### src/design/double_ended_queue_assert.svh
// ----------------------------------------------------------------------------
// double_ended_queue_assert.svh
// Assertion macros for the double-ended queue; empty when SYNTHESIS is set.
// ----------------------------------------------------------------------------
`ifndef DOUBLE_ENDED_QUEUE_ASSERT_SVH
`define DOUBLE_ENDED_QUEUE_ASSERT_SVH
`ifndef SYNTHESIS
`define DQ_ASSERT_ALWAYS(lbl, cond) \
  lbl: assert property (@(posedge clk) disable iff (rst) (cond)) \
    else $error("double_ended_queue: invariant violated");
`define DQ_ASSERT_NEXT(lbl, pre, post) \
  lbl: assert property (@(posedge clk) disable iff (rst) (pre) |=> (post)) \
    else $error("double_ended_queue: sequence violated");
`else
`define DQ_ASSERT_ALWAYS(lbl, cond)
`define DQ_ASSERT_NEXT(lbl, pre, post)
`endif
`endif

### src/design/dq_pkg.sv
// ----------------------------------------------------------------------------
// dq_pkg
// Shared types and constants of the double-ended queue.
// ----------------------------------------------------------------------------
package dq_pkg;

  localparam int DEPTH_DEFAULT = 16;
  localparam int WORD_W        = 32;
  localparam int COUNT_W       = 5;

  typedef logic signed [WORD_W-1:0] word_t;

  // Shown for front and rear when nothing is stored.
  localparam word_t EMPTY_MARK = -32'sd32768;

  typedef enum logic [2:0] {
    ACT_PUSH_FRONT = 3'd0,
    ACT_PUSH_REAR  = 3'd1,
    ACT_POP_FRONT  = 3'd2,
    ACT_POP_REAR   = 3'd3,
    ACT_VIEW       = 3'd4
  } action_t;

  typedef enum logic [1:0] {
    ST_OK    = 2'd0,
    ST_UNDER = 2'd1,
    ST_OVER  = 2'd2
  } status_t;

  // Per-chain command, broadcast to every cell in the same cycle.
  typedef struct packed {
    logic shr;  // take left neighbor, cell 0 takes the pushed word
    logic shl;  // take right neighbor
    logic ins;  // cell at the fill position takes the pushed word
  } cell_ctl_t;

endpackage

### src/design/dq_cell.sv
// ----------------------------------------------------------------------------
// dq_cell
// One word of a storage chain: hold, load, or take a neighbor's word.
// ----------------------------------------------------------------------------
module dq_cell import dq_pkg::*; (
  input  logic      clk,
  input  cell_ctl_t ctl,
  input  logic      load_here,
  input  word_t     left_word,
  input  word_t     right_word,
  input  word_t     load_word,
  output word_t     word
);

  always_ff @(posedge clk) begin
    if (ctl.ins && load_here) begin
      word <= load_word;
    end else if (ctl.shr) begin
      word <= left_word;
    end else if (ctl.shl) begin
      word <= right_word;
    end
  end

endmodule

### src/design/dq_chain.sv
// ----------------------------------------------------------------------------
// dq_chain
// Row of cells ordered from one end of the queue; cell 0 is that end.
// ----------------------------------------------------------------------------
module dq_chain import dq_pkg::*; #(
  parameter int DEPTH = DEPTH_DEFAULT,
  localparam int OCC_W = $clog2(DEPTH + 1)
) (
  input  logic             clk,
  input  cell_ctl_t        ctl,
  input  logic [OCC_W-1:0] occupancy,
  input  word_t            data_value,
  output word_t            end_word
);

  word_t words [DEPTH];

  for (genvar i = 0; i < DEPTH; i++) begin : g_cell
    word_t left_w;
    word_t right_w;
    logic  load_here;

    if (i == 0) begin : g_first
      assign left_w = data_value;
    end else begin : g_mid_l
      assign left_w = words[i-1];
    end

    if (i == DEPTH - 1) begin : g_last
      assign right_w = words[i];
    end else begin : g_mid_r
      assign right_w = words[i+1];
    end

    // Insert lands just past the last stored word of this chain.
    assign load_here = (occupancy == OCC_W'(i));

    dq_cell u_cell (
      .clk        (clk),
      .ctl        (ctl),
      .load_here  (load_here),
      .left_word  (left_w),
      .right_word (right_w),
      .load_word  (data_value),
      .word       (words[i])
    );
  end

  assign end_word = words[0];

endmodule

### src/design/double_ended_queue.sv
// An action's result is registered and shown in the cycle after it is taken.
// Throughput: one action per cycle; a push shifts one of two cell chains
// (front and rear ordered) and inserts in the other, a pop shifts one.
// Input stalls only while a result is shown and its consumer stalls.
// Reset clears the word count and the result valid; cell words stay as they
// are and are never shown before being written.
// ----------------------------------------------------------------------------
// double_ended_queue
// Bounded double-ended queue of signed words with one result per request.
// ----------------------------------------------------------------------------
`include "double_ended_queue_assert.svh"

module double_ended_queue import dq_pkg::*; #(
  parameter int DEPTH = DEPTH_DEFAULT
) (
  input  logic                clk,
  input  logic                rst,
  input  logic                in_valid,
  output logic                in_stall,
  input  logic [2:0]          action,
  input  logic signed [31:0]  data_value,
  output logic                out_valid,
  input  logic                out_stall,
  output logic [1:0]          status,
  output logic signed [31:0]  front_value,
  output logic signed [31:0]  rear_value,
  output logic [COUNT_W-1:0]  count,
  output logic                is_empty
);

  localparam int OCC_W = $clog2(DEPTH + 1);

  logic [OCC_W-1:0] occupancy;
  logic [OCC_W-1:0] occupancy_next;
  status_t          status_reg;
  status_t          status_next;
  cell_ctl_t        front_ctl;
  cell_ctl_t        rear_ctl;
  word_t            front_word;
  word_t            rear_word;
  logic             accept;
  logic             full;
  logic             empty;

  assign in_stall = out_valid && out_stall;
  assign accept   = in_valid && !in_stall;
  assign full     = (occupancy == OCC_W'(DEPTH));
  assign empty    = (occupancy == '0);

  always_comb begin
    front_ctl      = '0;
    rear_ctl       = '0;
    occupancy_next = occupancy;
    status_next    = ST_OK;
    case (action_t'(action))
      ACT_PUSH_FRONT: begin
        if (full) begin
          status_next = ST_OVER;
        end else begin
          front_ctl.shr  = 1'b1;
          rear_ctl.ins   = 1'b1;
          occupancy_next = occupancy + OCC_W'(1);
        end
      end
      ACT_PUSH_REAR: begin
        if (full) begin
          status_next = ST_OVER;
        end else begin
          rear_ctl.shr   = 1'b1;
          front_ctl.ins  = 1'b1;
          occupancy_next = occupancy + OCC_W'(1);
        end
      end
      ACT_POP_FRONT: begin
        if (empty) begin
          status_next = ST_UNDER;
        end else begin
          front_ctl.shl  = 1'b1;
          occupancy_next = occupancy - OCC_W'(1);
        end
      end
      ACT_POP_REAR: begin
        if (empty) begin
          status_next = ST_UNDER;
        end else begin
          rear_ctl.shl   = 1'b1;
          occupancy_next = occupancy - OCC_W'(1);
        end
      end
      default: begin
        status_next = ST_OK;
      end
    endcase
    // Drop the command when no request is taken.
    if (!accept) begin
      front_ctl      = '0;
      rear_ctl       = '0;
      occupancy_next = occupancy;
    end
  end

  dq_chain #(.DEPTH(DEPTH)) u_front_chain (
    .clk        (clk),
    .ctl        (front_ctl),
    .occupancy  (occupancy),
    .data_value (data_value),
    .end_word   (front_word)
  );

  dq_chain #(.DEPTH(DEPTH)) u_rear_chain (
    .clk        (clk),
    .ctl        (rear_ctl),
    .occupancy  (occupancy),
    .data_value (data_value),
    .end_word   (rear_word)
  );

  always_ff @(posedge clk) begin
    if (rst) begin
      occupancy <= '0;
      out_valid <= 1'b0;
    end else begin
      occupancy <= occupancy_next;
      if (accept) begin
        out_valid <= 1'b1;
      end else if (!out_stall) begin
        out_valid <= 1'b0;
      end
    end
  end

  always_ff @(posedge clk) begin
    if (accept) begin
      status_reg <= status_next;
    end
  end

  // State only moves on an accepted request, so these hold while stalled.
  assign status      = status_reg;
  assign front_value = empty ? EMPTY_MARK : front_word;
  assign rear_value  = empty ? EMPTY_MARK : rear_word;
  assign is_empty    = empty;

  if (OCC_W >= COUNT_W) begin : g_cnt_trunc
    assign count = occupancy[COUNT_W-1:0];
  end else begin : g_cnt_ext
    assign count = COUNT_W'(occupancy);
  end

  `DQ_ASSERT_ALWAYS(a_occ_bound, occupancy <= OCC_W'(DEPTH))
  `DQ_ASSERT_NEXT(a_under_holds, accept && status_next == ST_UNDER, $stable(occupancy))
  `DQ_ASSERT_NEXT(a_over_holds, accept && status_next == ST_OVER, $stable(occupancy))
  `DQ_ASSERT_NEXT(a_push_grows,
    accept && status_next == ST_OK &&
    (action == ACT_PUSH_FRONT || action == ACT_PUSH_REAR),
    occupancy == $past(occupancy) + OCC_W'(1))
  `DQ_ASSERT_NEXT(a_result_shown, accept, out_valid && status == $past(status_next))

endmodule
### config.mk
export PLATFORM = sky130hd
export DESIGN_NAME = double_ended_queue
export DESIGN_NICKNAME = d
export VERILOG_FILES = /design/src/design/dq_pkg.sv /design/src/design/dq_cell.sv /design/src/design/dq_chain.sv /design/src/design/double_ended_queue.sv
export VERILOG_INCLUDE_DIRS = /design/src /design/src/design
export SDC_FILE = /design/constraint.sdc
export NUM_CORES = 2
export LEC_CHECK = 0
export CAP_MARGIN = 20
export CELL_PAD_IN_SITES_DETAIL_PLACEMENT = 0
export CELL_PAD_IN_SITES_GLOBAL_PLACEMENT = 1
export CORE_MARGIN = 2
export CORE_UTILIZATION = 40
export DETAILED_ROUTE_END_ITERATION = 6
export DONT_BUFFER_PORTS = 1
export GPL_TIMING_DRIVEN = 1
export PLACE_DENSITY = 0.76
export SLEW_MARGIN = 0
export SYNTH_ARGS = -nofsm -noshare
export SYNTH_HDL_FRONTEND = slang
export SYNTH_SLANG_ARGS = --single-unit
export TNS_END_PERCENT = 30
### constraint.sdc
create_clock -name clk -period 11.7 [get_ports clk]
set_input_delay 2.34 -clock clk [delete_from_list [all_inputs] [get_ports clk]]
set_output_delay 2.34 -clock clk [all_outputs]
set_load 0.01 [all_outputs]
Yosys cells after proc, flatten, opt, wreduce, memory -nomap -nowiden
Index checks and enable logic that the tools add are counted.

storage, ports and cells
  bits of input ports = 39
  bits in registers = 1032
  word-level logic and storage cells = 244
  output and inout port bits = 74

cells by class
  equal/unequal tests = 22
  muxes and demuxes = 112
  add/subtract/negate cells = 2
  reduce and logical (&&, ||, !) cells = 73

operators with widths
  cell                                               number
  two-way mux 32 bit                                 96
  nonzero test 3 bit                                 30
  == test 5 x 4 -> 1 bit (second input constant)     8
  logical AND 1 bit                                  34
  == test 5 x 3 -> 1 bit (second input constant)     4
  == test 5 x 2 -> 1 bit (second input constant)     2
  two-way mux 5 bit                                  2
  one-hot mux 5 bit (2 select lines)                 1
  two-way mux 1 bit                                  9
  == test 3 x 2 -> 1 bit (second input constant)     2
  two-way mux 3 bit                                  2
  nonzero test 2 bit                                 3
  adder 5 x 1 -> 5 bit (second input constant)       1
  == test 5 x 1 -> 1 bit (second input constant)     1
  == test 5 bit (second input constant)              1
  zero test 5 bit                                    1
  subtractor 5 x 1 -> 5 bit (second input constant)  1
  != test 2 bit (second input constant)              2
  one-hot mux 2 bit (2 select lines)                 1
  AND reduction 4 bit                                1
  OR reduction 2 bit                                 2
  == test 3 x 1 -> 1 bit (second input constant)     1
  zero test 3 bit                                    1
  two-way mux 2 bit                                  1
  2 further kinds                                    2

Depth between registers and ports, before layout
  word-level depth = 7
  depth in mapped cells = 9
  depth with buffers taken out = 7

By module
A second synthesis with hierarchy kept.

unflattened totals
  cells, all modules = 4822
  area total of the unflattened synthesis = 56130.1 um2

by module, submodules not included
  module              area each (um2)  instances  sequential area each (um2)  cells an instance
  dq_cell             1710.4           32         960.9                       145
  double_ended_queue  939.7            1          180.2                       126
  dq_chain            229.0            2          0.0                         28

Worst setup path after synthesis
OpenSTA, ideal clock, no wires.

  path kind = input to register
  start = in in_valid
  end = reg u_front_chain.g_cell[0].u_cell.word[0] (enable)
  stages = 5
  required time = 11.230 ns
  setup time = 0.470 ns
  path slack = 5.792 ns
  path buffers = 1
  arrival time = 5.438 ns
  cells stage by stage = a21bo_2 -> clkinv_1 -> o211a_1 -> buf_2 -> a21boi_0

between the ends
  cells in the longest elaborated chain, start to end = 4

RTL lines
  what                                   line                      text
  start, declared                        double_ended_queue.sv:18  input logic in_valid,
  logical AND 1 bit *                    double_ended_queue.sv:46  assign accept = in_valid && !in_stall;
  two-way mux 3 bit *                    double_ended_queue.sv:95  if (!accept) begin
  logical AND 1 bit                      dq_cell.sv:16             if (ctl.ins && load_here) begin
  nonzero test 3 bit (no source line) *  -
  end signal, assigned                   dq_cell.sv:17             word <= load_word;
  end signal, assigned                   dq_cell.sv:19             word <= left_word;
  end signal, assigned                   dq_cell.sv:21             word <= right_word;
  end, declared                          dq_cell.sv:12             output word_t word

Every way passes the cells marked *; elsewhere a longest branch is shown, timed or not.
A chain may end at the register's enable or synchronous reset.

Worst setup path after layout
  start = in in_valid
  end = reg u_rear_chain.g_cell[3].u_cell.word[19] (data pin)

between the ends
  cells in the longest elaborated chain, start to end = 4
  elaborated cells on any way between the ends = 5
  classes of those cells = mux (3); reduce/logical (2)

RTL lines
  what                                                     line
  logical AND 1 bit *                                      double_ended_queue.sv:46
  two-way mux 3 bit *                                      double_ended_queue.sv:95
  two-way mux 32 bit or logical AND 1 bit (tied branches)  dq_cell.sv:18, dq_cell.sv:16
  two-way mux 32 bit *                                     dq_cell.sv:16
  end signal, assigned                                     dq_cell.sv:17
  end signal, assigned                                     dq_cell.sv:19
  end signal, assigned                                     dq_cell.sv:21
  end, declared                                            dq_cell.sv:12

Marked as above.

==> qor_table.md <==
| Metric | Reported | Unit |
|:---|:---|:---|
| Result of the run | completed | - |
| Share of the synthesized netlist area taken by xor and xnor gates | 0.000499 | - |
| Worst Hold Launch | u_rear_chain.g_cell[1].u_cell.word[28] | - |
| Area share of fa/ha/maj cells after synthesis | 0.00142 | - |
| Critical path capture point type | flop | - |
| Post-synthesis sequential element count | 1,032 | - |
| Worst-path cell with the longest stage delay | sky130_fd_sc_hd__buf_4 | - |
| Fin crit share | 0.493 | - |
| Clk_lat worst skew | 0.72 | ns |
| Antenna violations before repair | 2 | - |
| YS warnings | 0 | - |
| # H-tree levels | 3 | - |
| Data arrival time of the critical path | 6.32 | ns |
| Overall overflow remaining after global route | 0 | - |
| Distinct cell type count of the synthesized netlist | 54 | - |
| Relative slew margins | 0.203 | - |
| Routed length per instance | 20.8 | um |
| Postcts setup bufs | 0 | - |
| Number of cell rows | 133 | - |
| Cell with the most instances after synthesis | sky130_fd_sc_hd__edfxtp_1 | - |
| Total CTS buffers | 110 | - |
| Worst Tran Pin Value | 1.20 | ns |
| Effective utilization at floorplan | 0.402 | - |
| Detail Route Antenna Nets | 0 | - |
| Synthesized area per cell | 10.6 | um^2 |
| Type of origin of the critical path | input port | - |
| Worst hold path class | reg2reg | - |
| Count of cells resized by post-cts repair | 0 | - |
| Max-slew violation count | 0 | - |
| Peak per-stage delay on the critical path | 0.91 | ns |
| Clock tree from TritonCTS | yes | - |
| Post-route DRC | 0 | - |
| Last weighted congestion value of the routability-driven placer | 0.756 | - |
| Sequential share of the synthesized area | 0.587 | - |
| Share of cells above drive strength 1 | 0.0786 | - |
| Number of iterations in the first detailed-routing pass | 6 | - |
| Post-synthesis cell count | 4,975 | - |
| Upper clock frequency limit | 0.173 | GHz |
| Crit path kind | in2reg | - |
| Drt initial violations | 3,936 | - |
| Multiplexer share of the synthesized area | 0.113 | - |
| Count of flip-flops with a built-in enable after synthesis | 1,026 | - |
| Overall Global Routing Usage | 0.195 | - |
| Pin count of the biggest net entering global routing | 150 | - |
| Net count after synthesis | 5,020 | - |
| FF-to-FF Start | out_valid | - |
| Clock Sink Count | 1,032 | - |
| Post-CTS Hold Fix Bufs | 0 | - |
| Critical path data required time | 12.25 | ns |
| Cell-by-cell trace of the critical path | a21bo_2 > clkinv_1 > nand4_4 > buf_4 > buf_4 > nand2_1 > a31oi_1 | - |
| Area growth syn-to-layout | 6.72 | % |
| Max-cap violations | 0 | - |
| Peak supply drop | 0.112 | mV |
| # IOs | 113 | - |
| Final non-filler cell area | 0.0562 | mm^2 |
| Most area-hungry cell type in the Yosys netlist | sky130_fd_sc_hd__edfxtp_1 | - |
| Number of vias per cell | 5.56 | - |
| Reg clk slew, reported paths | 0.06 | ns |
| Highest net fanout along the worst path | 97 | - |
| Global-route wire length before repair | 209,000 | um |
| Setup-violating endpoint count in the final report | 0 | - |
| Chip width | 367 | um |
| P per Cell Area | 144 | mW/mm^2 |
| Share of the synthesized area in the top cell type | 0.585 | - |
| Number of nets at the end of the flow | 4,734 | - |
| Cell area after technology mapping | 0.0527 | mm^2 |
| Placed inst area | 0.0528 | mm^2 |
| Beginning of the critical path | in_valid | - |
| Share of synthesized cell area in and, or, nand and nor gates | 0.148 | - |
| Count of buffers from port buffering | 0 | - |
| Clock Path Buffers | 3 | - |
| Total leakage power | 19.0 | nW |
| Maximum clock skew at final layout | 0.0178 | ns |
| Clock period minus final worst setup slack | 5.77 | ns |
| HPWL after detailed placement | 79,600 | um |
| Post-route setup TNS | 0 | ns |
| Hold slack final | 0.572 | ns |
| Die height | 367 | um |
| Dominant combinational cell family by area after synthesis | simple AND/OR/NAND/NOR gates | - |
| Total number of vias | 36.4k | - |
| Area of the core | 0.131 | mm^2 |
| Compound-Gate Fraction of Synth Area | 0.0978 | - |
| Cells taking the most area after synthesis | sky130_fd_sc_hd__edfxtp_1 58%, sky130_fd_sc_hd__mux2i_1 8.5%, sky130_fd_sc_hd__nand2_1 6.6% | - |
| Final wirelength | 136,000 | um |
| Share of synthesized registers carrying an async set or reset | 0 | - |
| RSZ-0062 raised after global routing | false | - |
| Area enclosed by the die boundary | 0.135 | mm^2 |
| Fin util | 0.429 | - |
| Via count of the first global-routing pass | 33.6k | - |
| Most frequent cells after synthesis | 1,026 x sky130_fd_sc_hd__edfxtp_1, 928 x sky130_fd_sc_hd__nand2_1, 905 x sky130_fd_sc_hd__nor2_1 | - |
| Root buffer selected by CTS | sky130_fd_sc_hd__clkbuf_16 | - |
| Cell mode on critical path | sky130_fd_sc_hd__buf_4 | - |
| Most used DFF post-synth | sky130_fd_sc_hd__edfxtp_1 | - |
| Final hold violation count | 0 | - |
-- placed cells by master (no fill, tap or decap), types with 3 or more instances in the layout --
cell and n:
sky130_fd_sc_hd__a21oi_1 451, sky130_fd_sc_hd__a31oi_1 448, sky130_fd_sc_hd__and2_1 36, sky130_fd_sc_hd__buf_4 77, sky130_fd_sc_hd__bufinv_16 9, sky130_fd_sc_hd__clkbuf_1 24
sky130_fd_sc_hd__clkbuf_16 110, sky130_fd_sc_hd__clkinv_1 36, sky130_fd_sc_hd__clkinv_2 22, sky130_fd_sc_hd__dfxtp_1 6, sky130_fd_sc_hd__edfxtp_1 1026, sky130_fd_sc_hd__ha_1 6
sky130_fd_sc_hd__inv_1 5, sky130_fd_sc_hd__mux2_2 129, sky130_fd_sc_hd__mux2i_1 448, sky130_fd_sc_hd__nand2_1 925, sky130_fd_sc_hd__nand2_2 3, sky130_fd_sc_hd__nand2b_1 37
sky130_fd_sc_hd__nand4_1 29, sky130_fd_sc_hd__nor2_1 904, sky130_fd_sc_hd__nor2b_1 7
-- worst max-delay path, delay by kind of cell --
| kind | cells | cell delay (ns) |
|---|---|---|
| and+or+nand+nor | 2 | 0.92 |
| AOI/OAI and AO/OA | 2 | 0.54 |
| buffers and inverters | 3 | 2.38 |
-- cell type report --
cell class              instances  area (um^2)
diodes                          1         2.50
clock buffers                 134         2840
clock inverters                72          624
fillers                     12400        74900
inverters                       6         22.5
multi-input cells            3460        19000
flip-flops and latches       1032        30900
well taps                    1755         2200
repair buffers                 79          618
-- routing by layer --
metal / wire length, um / GRT usage / up-vias
met5: 0 / 0 / -
met4: 2600 / 0.0414 / 0
met3: 9100 / 0.0343 / 188
met2: 61300 / 0.306 / 1200
met1: 62800 / 0.283 / 17800
li1: - / - / 17200
-- through the flow --
step	worst slack [ns]	power (W)	instances
CTS	5.92	0.00818	6538
floorplan	5.79	0.00467	4975
finish	5.93	0.00812	6539
global route	5.56	0.00836	6538
global placement	5.26	0.00475	6332
detailed placement	5.21	0.00476	6332
-- power by group --
group / leakage (nW) / internal, W / switching (W)
registers: 9.39 / 0.00419 / 0.0000627
clock network: 1.70 / 0.00193 / 0.00152
logic: 7.89 / 0.000147 / 0.000282
-- cells by family (layout without fill, tap and decap cells) --
logic type,after synthesis,in the layout
adder cells (fa/ha/maj),6,6
AO/OA/AOI/OAI,909,909
other,0,1
flip-flops,1032,1032
buffers and inverters,483,291
AND/OR/NAND/NOR,1964,1964
multiplexers,578,578
XOR/XNOR,3,3
-- worst paths after layout --
kind	to	cells after the start	slack, ns
worst max-delay path	u_rear_chain.g_cell[3].u_cell.word[19]	7	5.93
worst min-delay path	u_rear_chain.g_cell[0].u_cell.word[28]	1	0.57
worst max register to register	u_rear_chain.g_cell[3].u_cell.word[19]	7	7.13
worst min register to register	u_rear_chain.g_cell[0].u_cell.word[28]	1	0.57
(Power assumes the default switching activity.)
